<file path="config.mk">
export PLATFORM = sky130hd
export DESIGN_NAME = pfd_ctrl
export DESIGN_NICKNAME = d
export VERILOG_FILES = /design/src/sv/pfd_pkg.sv /design/src/sv/pfd_ctrl.sv
export SDC_FILE = /design/constraint.sdc
export NUM_CORES = 1
export LEC_CHECK = 0
export ABC_CLOCK_PERIOD_IN_PS = 2600
export BUFFER_PORTS_ARGS = -buffer_cell sky130_fd_sc_hd__buf_2
export CAP_MARGIN = 20
export CELL_PAD_IN_SITES_DETAIL_PLACEMENT = 0
export CELL_PAD_IN_SITES_GLOBAL_PLACEMENT = 2
export CORE_ASPECT_RATIO = 1.1
export CORE_UTILIZATION = 35
export CTS_BUF_LIST = sky130_fd_sc_hd__clkbuf_16
export DETAILED_ROUTE_END_ITERATION = 8
export PLACE_DENSITY = 0.92
export SKIP_CTS_REPAIR_TIMING = 1
export SYNTH_ARGS = -nofsm -noshare
export SYNTH_HDL_FRONTEND = slang
export SYNTH_SLANG_ARGS = --single-unit
</file>
<file path="constraint.sdc">
create_clock -name clk -period 2.6 [get_ports clk]
set_input_delay 0.26 -clock clk [delete_from_list [all_inputs] [get_ports clk]]
set_output_delay 0.26 -clock clk [all_outputs]
set_load 0.01 [all_outputs]
</file>
<file path="src/sv/pfd_pkg.sv">
// ----------------------------------------------------------------------------
// pfd_pkg
// Shared widths, register indexes, datapath operation codes and helpers.
// ----------------------------------------------------------------------------
package pfd_pkg;

    localparam int DATA_W   = 32;
    localparam int FRAC     = 16;
    localparam int SLOPE_W  = 48;
    localparam int DIVN_W   = 49;
    localparam int DIVD_W   = 33;
    localparam int ALPHA_W  = 17;
    localparam int CAP_W    = 37;
    localparam int ADDR_W   = 5;
    localparam int STEP_W   = 5;

    localparam logic [2:0] REG_GAIN_P   = 3'd0;
    localparam logic [2:0] REG_GAIN_I   = 3'd1;
    localparam logic [2:0] REG_GAIN_D   = 3'd2;
    localparam logic [2:0] REG_INT_LIM  = 3'd3;
    localparam logic [2:0] REG_DER_LIM  = 3'd4;
    localparam logic [2:0] REG_DEADBAND = 3'd5;
    localparam logic [2:0] REG_TAU      = 3'd6;

    localparam logic [30:0] DER_LIM_RESET = 31'd655360;
    localparam logic [15:0] TAU_RESET     = 16'd522;

    localparam logic [4:0] OP_NONE       = 5'd0;
    localparam logic [4:0] OP_LOAD       = 5'd1;
    localparam logic [4:0] OP_MUL_P      = 5'd2;
    localparam logic [4:0] OP_TAKE_P     = 5'd3;
    localparam logic [4:0] OP_MUL_IA     = 5'd4;
    localparam logic [4:0] OP_TAKE_IA    = 5'd5;
    localparam logic [4:0] OP_MUL_IB     = 5'd6;
    localparam logic [4:0] OP_TAKE_IB    = 5'd7;
    localparam logic [4:0] OP_MUL_IC     = 5'd8;
    localparam logic [4:0] OP_TAKE_IC    = 5'd9;
    localparam logic [4:0] OP_INTEG      = 5'd10;
    localparam logic [4:0] OP_DIV_SLOPE  = 5'd11;
    localparam logic [4:0] OP_TAKE_SLOPE = 5'd12;
    localparam logic [4:0] OP_DIV_ALPHA  = 5'd13;
    localparam logic [4:0] OP_TAKE_ALPHA = 5'd14;
    localparam logic [4:0] OP_DELTA      = 5'd15;
    localparam logic [4:0] OP_MUL_FA     = 5'd16;
    localparam logic [4:0] OP_TAKE_FA    = 5'd17;
    localparam logic [4:0] OP_MUL_FB     = 5'd18;
    localparam logic [4:0] OP_TAKE_FB    = 5'd19;
    localparam logic [4:0] OP_FILT       = 5'd20;
    localparam logic [4:0] OP_MUL_DA     = 5'd21;
    localparam logic [4:0] OP_TAKE_DA    = 5'd22;
    localparam logic [4:0] OP_MUL_DB     = 5'd23;
    localparam logic [4:0] OP_TAKE_DB    = 5'd24;
    localparam logic [4:0] OP_DCLAMP     = 5'd25;
    localparam logic [4:0] OP_SUM        = 5'd26;

    typedef struct packed {
        logic [4:0] op;
    } pfd_cmd_t;

    typedef struct packed {
        logic div_done;
    } pfd_status_t;

    typedef struct packed {
        logic [31:0] gain_p;
        logic [31:0] gain_i;
        logic [31:0] gain_d;
        logic [30:0] int_lim;
        logic [30:0] der_lim;
        logic [14:0] deadband;
        logic [15:0] tau;
    } pfd_cfg_t;

    // Operation issued at each step of the per-request program.
    function automatic logic [4:0] op_at(input logic [STEP_W-1:0] step);
        logic [4:0] op;
        case (step)
            5'd0:    op = OP_MUL_P;
            5'd1:    op = OP_TAKE_P;
            5'd2:    op = OP_MUL_IA;
            5'd3:    op = OP_TAKE_IA;
            5'd4:    op = OP_MUL_IB;
            5'd5:    op = OP_TAKE_IB;
            5'd6:    op = OP_MUL_IC;
            5'd7:    op = OP_TAKE_IC;
            5'd8:    op = OP_INTEG;
            5'd9:    op = OP_DIV_SLOPE;
            5'd10:   op = OP_TAKE_SLOPE;
            5'd11:   op = OP_DIV_ALPHA;
            5'd12:   op = OP_TAKE_ALPHA;
            5'd13:   op = OP_DELTA;
            5'd14:   op = OP_MUL_FA;
            5'd15:   op = OP_TAKE_FA;
            5'd16:   op = OP_MUL_FB;
            5'd17:   op = OP_TAKE_FB;
            5'd18:   op = OP_FILT;
            5'd19:   op = OP_MUL_DA;
            5'd20:   op = OP_TAKE_DA;
            5'd21:   op = OP_MUL_DB;
            5'd22:   op = OP_TAKE_DB;
            5'd23:   op = OP_DCLAMP;
            5'd24:   op = OP_SUM;
            default: op = OP_NONE;
        endcase
        return op;
    endfunction

    // Saturate a magnitude at 2^36.
    function automatic logic [CAP_W-1:0] cap36(input logic [63:0] x);
        logic [CAP_W-1:0] r;
        if (x > 64'h10_0000_0000)
            r = 37'h10_0000_0000;
        else
            r = x[CAP_W-1:0];
        return r;
    endfunction

endpackage

</file>
<file path="src/sv/pfd_ctrl.sv">
// ----------------------------------------------------------------------------
// pfd_ctrl
// Sequencer: steps the datapath through the per-request operation program.
// ----------------------------------------------------------------------------
module pfd_ctrl (
    input  logic                 clk,
    input  logic                 rst_n,
    input  logic                 in_valid,
    output logic                 in_stall,
    output logic                 out_valid,
    input  logic                 out_stall,
    input  pfd_pkg::pfd_status_t status,
    output pfd_pkg::pfd_cmd_t    cmd
);
    import pfd_pkg::*;

    localparam logic [1:0] ST_IDLE = 2'd0;
    localparam logic [1:0] ST_RUN  = 2'd1;
    localparam logic [1:0] ST_WAIT = 2'd2;

    logic [1:0]        state_reg, state_next;
    logic [STEP_W-1:0] step_reg, step_next;
    logic              ov_reg, ov_next;
    logic [4:0]        prog_op;

    assign prog_op = op_at(step_reg);

    always_comb
    begin
        state_next = state_reg;
        step_next  = step_reg;
        ov_next    = ov_reg && out_stall;
        cmd.op     = OP_NONE;
        case (state_reg)
            ST_IDLE:
            begin
                if (in_valid)
                begin
                    cmd.op     = OP_LOAD;
                    step_next  = '0;
                    state_next = ST_RUN;
                end
            end
            ST_RUN:
            begin
                // The final sum waits until the output register is free.
                if (prog_op == OP_SUM)
                begin
                    if (!(ov_reg && out_stall))
                    begin
                        cmd.op     = OP_SUM;
                        ov_next    = 1'b1;
                        state_next = ST_IDLE;
                    end
                end
                else
                begin
                    cmd.op    = prog_op;
                    step_next = step_reg + 5'd1;
                    if (prog_op == OP_DIV_SLOPE || prog_op == OP_DIV_ALPHA)
                        state_next = ST_WAIT;
                end
            end
            ST_WAIT:
            begin
                if (status.div_done)
                    state_next = ST_RUN;
            end
            default:
            begin
                state_next = ST_IDLE;
            end
        endcase
    end

    always_ff @(posedge clk or negedge rst_n)
    begin
        if (!rst_n)
        begin
            state_reg <= ST_IDLE;
            step_reg  <= '0;
            ov_reg    <= 1'b0;
        end
        else
        begin
            state_reg <= state_next;
            step_reg  <= step_next;
            ov_reg    <= ov_next;
        end
    end

    assign in_stall  = (state_reg != ST_IDLE);
    assign out_valid = ov_reg;

endmodule

</file>
==> impl_metrics.csv <==
group,metric,value,unit
grt,grt_pass1_vias,461,
synth,ys_ff_latch,8,
clocking,path_clk_slew,0.04,ns
outcome,status,"finished, final reports clean",
synth,yosysTopAreaCell,"dfrtp_1",
power,leakagePower,0.404,nW
setup_path,worstPathCellList,"inv_1 > ha_1 > and4b_4 > nor3_4 > nor2_2 > a2111oi_4 > buf_2",
power,power_switching,0.450,mW
finish,syn_to_final_growth,23.8,%
setup_path,crit_slowest_cell,"dfrtp_1",
clocking,cts_tree,"yes",
power,combPwrFrac,0.499,
setup_path,critPathCaptureType,"primary output",
grt,gr-total-overflow,0,
die,die-area,2090,um2
sta,rsz0062_at_grt,"false",
synth,async_flop_share,1.00,
setup_path,worstPathArrival,2.13,ns
sta,setup-violations-final,0,
drt,drt-total-wl,1.47,mm
finish,fin_area,827,um2
setup_path,criticalPathCategory,"flip-flop to primary output",
drt,via_count,553,
power,peakVddDrop,0.591,mV
power,p_clk_frac,0.244,
clocking,cts_made_buffers,3,
die,die_h,47.8,um
finish,final_nets,94,
sta,hold_viol,0,
sta,timing.setup.tns,0,ns
finish,largest_register_ffs,5,
place,dpl.cell_count,97,
sta,finalWorstSetupSlack,0.212,ns
clocking,cts_root_buf,"clkbuf_16",
synth,synth_top_area_share,0.300,
synth,netlist_area,668,um2
setup_path,critPathMaxStageDelay,0.46,ns
clocking,cts_sinks,8,
place,placed_area,741,um2
clocking,cts_buffer_depth,2,
drt,wire_per_inst,14.6,um
place,port_buffers,11,
die,io_pins,12,
drt,dr.pass1.iters,4,
die,die_w,43.7,um
power,seqPwrFrac,0.257,
grt,grtUsageTotal,0.146,
finish,fill_cells,169,
grt,grt_max_degree,12,
synth,netlist_top_cells_count,"8 x dfrtp_1, 7 x nand2_1, 6 x mux2i_1, 5 x inv_1",
sta,slew_headroom,0.739,
synth,synth_most_common_cell,"dfrtp_1",
sta,fin_crit,2.39,ns
setup_path,worstPathMaxFanout,8,
synth,syn_nets,78,
synth,yosysUniqueCellTypes,34,
grt,grt_pass1_wl,2.12,mm
die,design.core.area,1780,um2
synth,synth_cells,69,
drt,first_iter_violations,6,
sta,finClkSkew,0.00233,ns
place,hpwl,1.11,mm
synth,avgSynthCellArea,9.68,um2
setup_path,cp.required,2.34,ns
grt,antenna_found_initial,0,
synth,synth_flop_cell,"dfrtp_1",
finish,drive_gt1_frac,0.265,
finish,diodes,0,
power,internal_power,0.612,mW
place,preCtsSetupSlack,0.392,ns
drt,antenna_left,0,
synth,synth_edf_count,0,
die,rows,16,
power,power.density,1280,nW/um2
sta,max_freq,0.419,GHz
drt,via_per_inst,5.48,
sta,min_period_over_period,0.918,
worst_hold_path,hold_path.class,"input pin to flip-flop",
sta,tightestPinTransition,0.390,ns
die,start_util,0.375,
synth,yosysWarnings,0,
synth,ys_seq_area_frac,0.300,
flow_run,maxCapViolCount,0,
synth,synth.area.top_cells,"dfrtp_1 30%, mux2i_1 9.0%, ha_1 7.5%, a2111oi_4 4.1%, nand2_1 3.9%",
place,routabilityCongestion,0.817,
sta,maxSlewViolCount,0,
drt,route.detailed.drc,0,
clocking,htree_num_levels,1,
setup_path,crit_path_start_kind,"flip-flop",
clocking,clk_latency,0.23,ns
finish,fin_cells,101,
power,swShare,0.424,
==> layout make-up <==
type                            instances  area [um2]  area share
Timing Repair Buffer                   12        65.1      0.0787
Inverter                                5        18.8      0.0227
Tap cell                               18        22.5      0.0272
Clock buffer                            3        75.1      0.0908
Sequential cell                         8         201       0.244
Multi-Input combinational cell         55         444       0.537
==> power groups by stage <==
stage                     Combinational (mW)  Clock [mW]  Sequential [mW]
after global routing                   0.587       0.266            0.288
after global placement                 0.525           0            0.270
after detailed placement               0.530           0            0.272
final                                  0.530       0.259            0.273
after CTS                              0.533       0.260            0.272
after floorplan                        0.413           0            0.239
==> worst max-delay path: cells and delay by family, from the launching register on <==
kind,cells,cell delay (ns)
adder cells (fa/ha/maj),1,0.23
AO/OA/AOI/OAI,1,0.33
AND/OR/NAND/NOR,3,0.61
buffers and inverters,2,0.26
flip-flops,1,0.46
==> cell usage in the layout, fill, tap and decap left out, types with 2 or more instances in the layout <==
cell type,count
o21ai_1,2
ha_1,4
nand3_1,2
inv_1,5
mux2i_1,6
a211oi_1,2
nand2_1,7
nand2b_1,3
buf_2,11
a21oi_1,4
clkbuf_16,3
o21ai_0,3
dfrtp_1,7
==> metrics by stage <==
step	power, mW	util	hold slack [ns]
global route	1.14	0.464	0.335
finish	1.06	0.464	0.315
floorplan	0.652	-	-0.0356
detailed placement	0.802	0.416	0.126
CTS	1.07	0.458	-0.120
global placement	0.795	0.416	0.115
==> cell families (layout without fill, tap and decap cells) <==
logic type | after synthesis | in the layout | synth area share
DFF | 8 | 8 | 0.300
and+or+nand+nor | 25 | 25 | 0.251
buffers and inverters | 6 | 20 | 0.0356
AOI/OAI and AO/OA | 19 | 19 | 0.236
adders and majority gates | 4 | 4 | 0.0749
muxes | 6 | 6 | 0.0899
xor gates and xnor gates | 1 | 1 | 0.0131
==> per-layer routing <==
layer / routed length, um / global-route usage / part of all wire / vias up
met1: 715 / 0.202 / 0.49 / 253
met2: 690 / 0.221 / 0.47 / 11
met5: 0 / 0 / 0 / -
li1: - / - / - / 285
met3: 31 / 0.0226 / 0.021 / 4
met4: 32 / 0.0750 / 0.022 / 0
==> final timing paths <==
path / start / endpoint / slack, ns / depth (start not counted)
min in group asynchronous: rst_n / state_reg[1]$_DFFE_PN0P_ / 0.42 / 2
setup / recovery: step_reg[0]$_DFFE_PN0P_ / cmd[4] / 0.21 / 7
hold / removal: status / state_reg[1]$_DFFE_PN0P_ / 0.31 / 3
setup reg to reg: step_reg[1]$_DFFE_PN0P_ / step_reg[0]$_DFFE_PN0P_ / 0.82 / 5
hold reg to reg: state_reg[0]$_DFFE_PN0P_ / state_reg[0]$_DFFE_PN0P_ / 0.58 / 1
max in group asynchronous: rst_n / step_reg[1]$_DFFE_PN0P_ / 1.98 / 2
No activity file was read; power rests on OpenSTA's default activity.
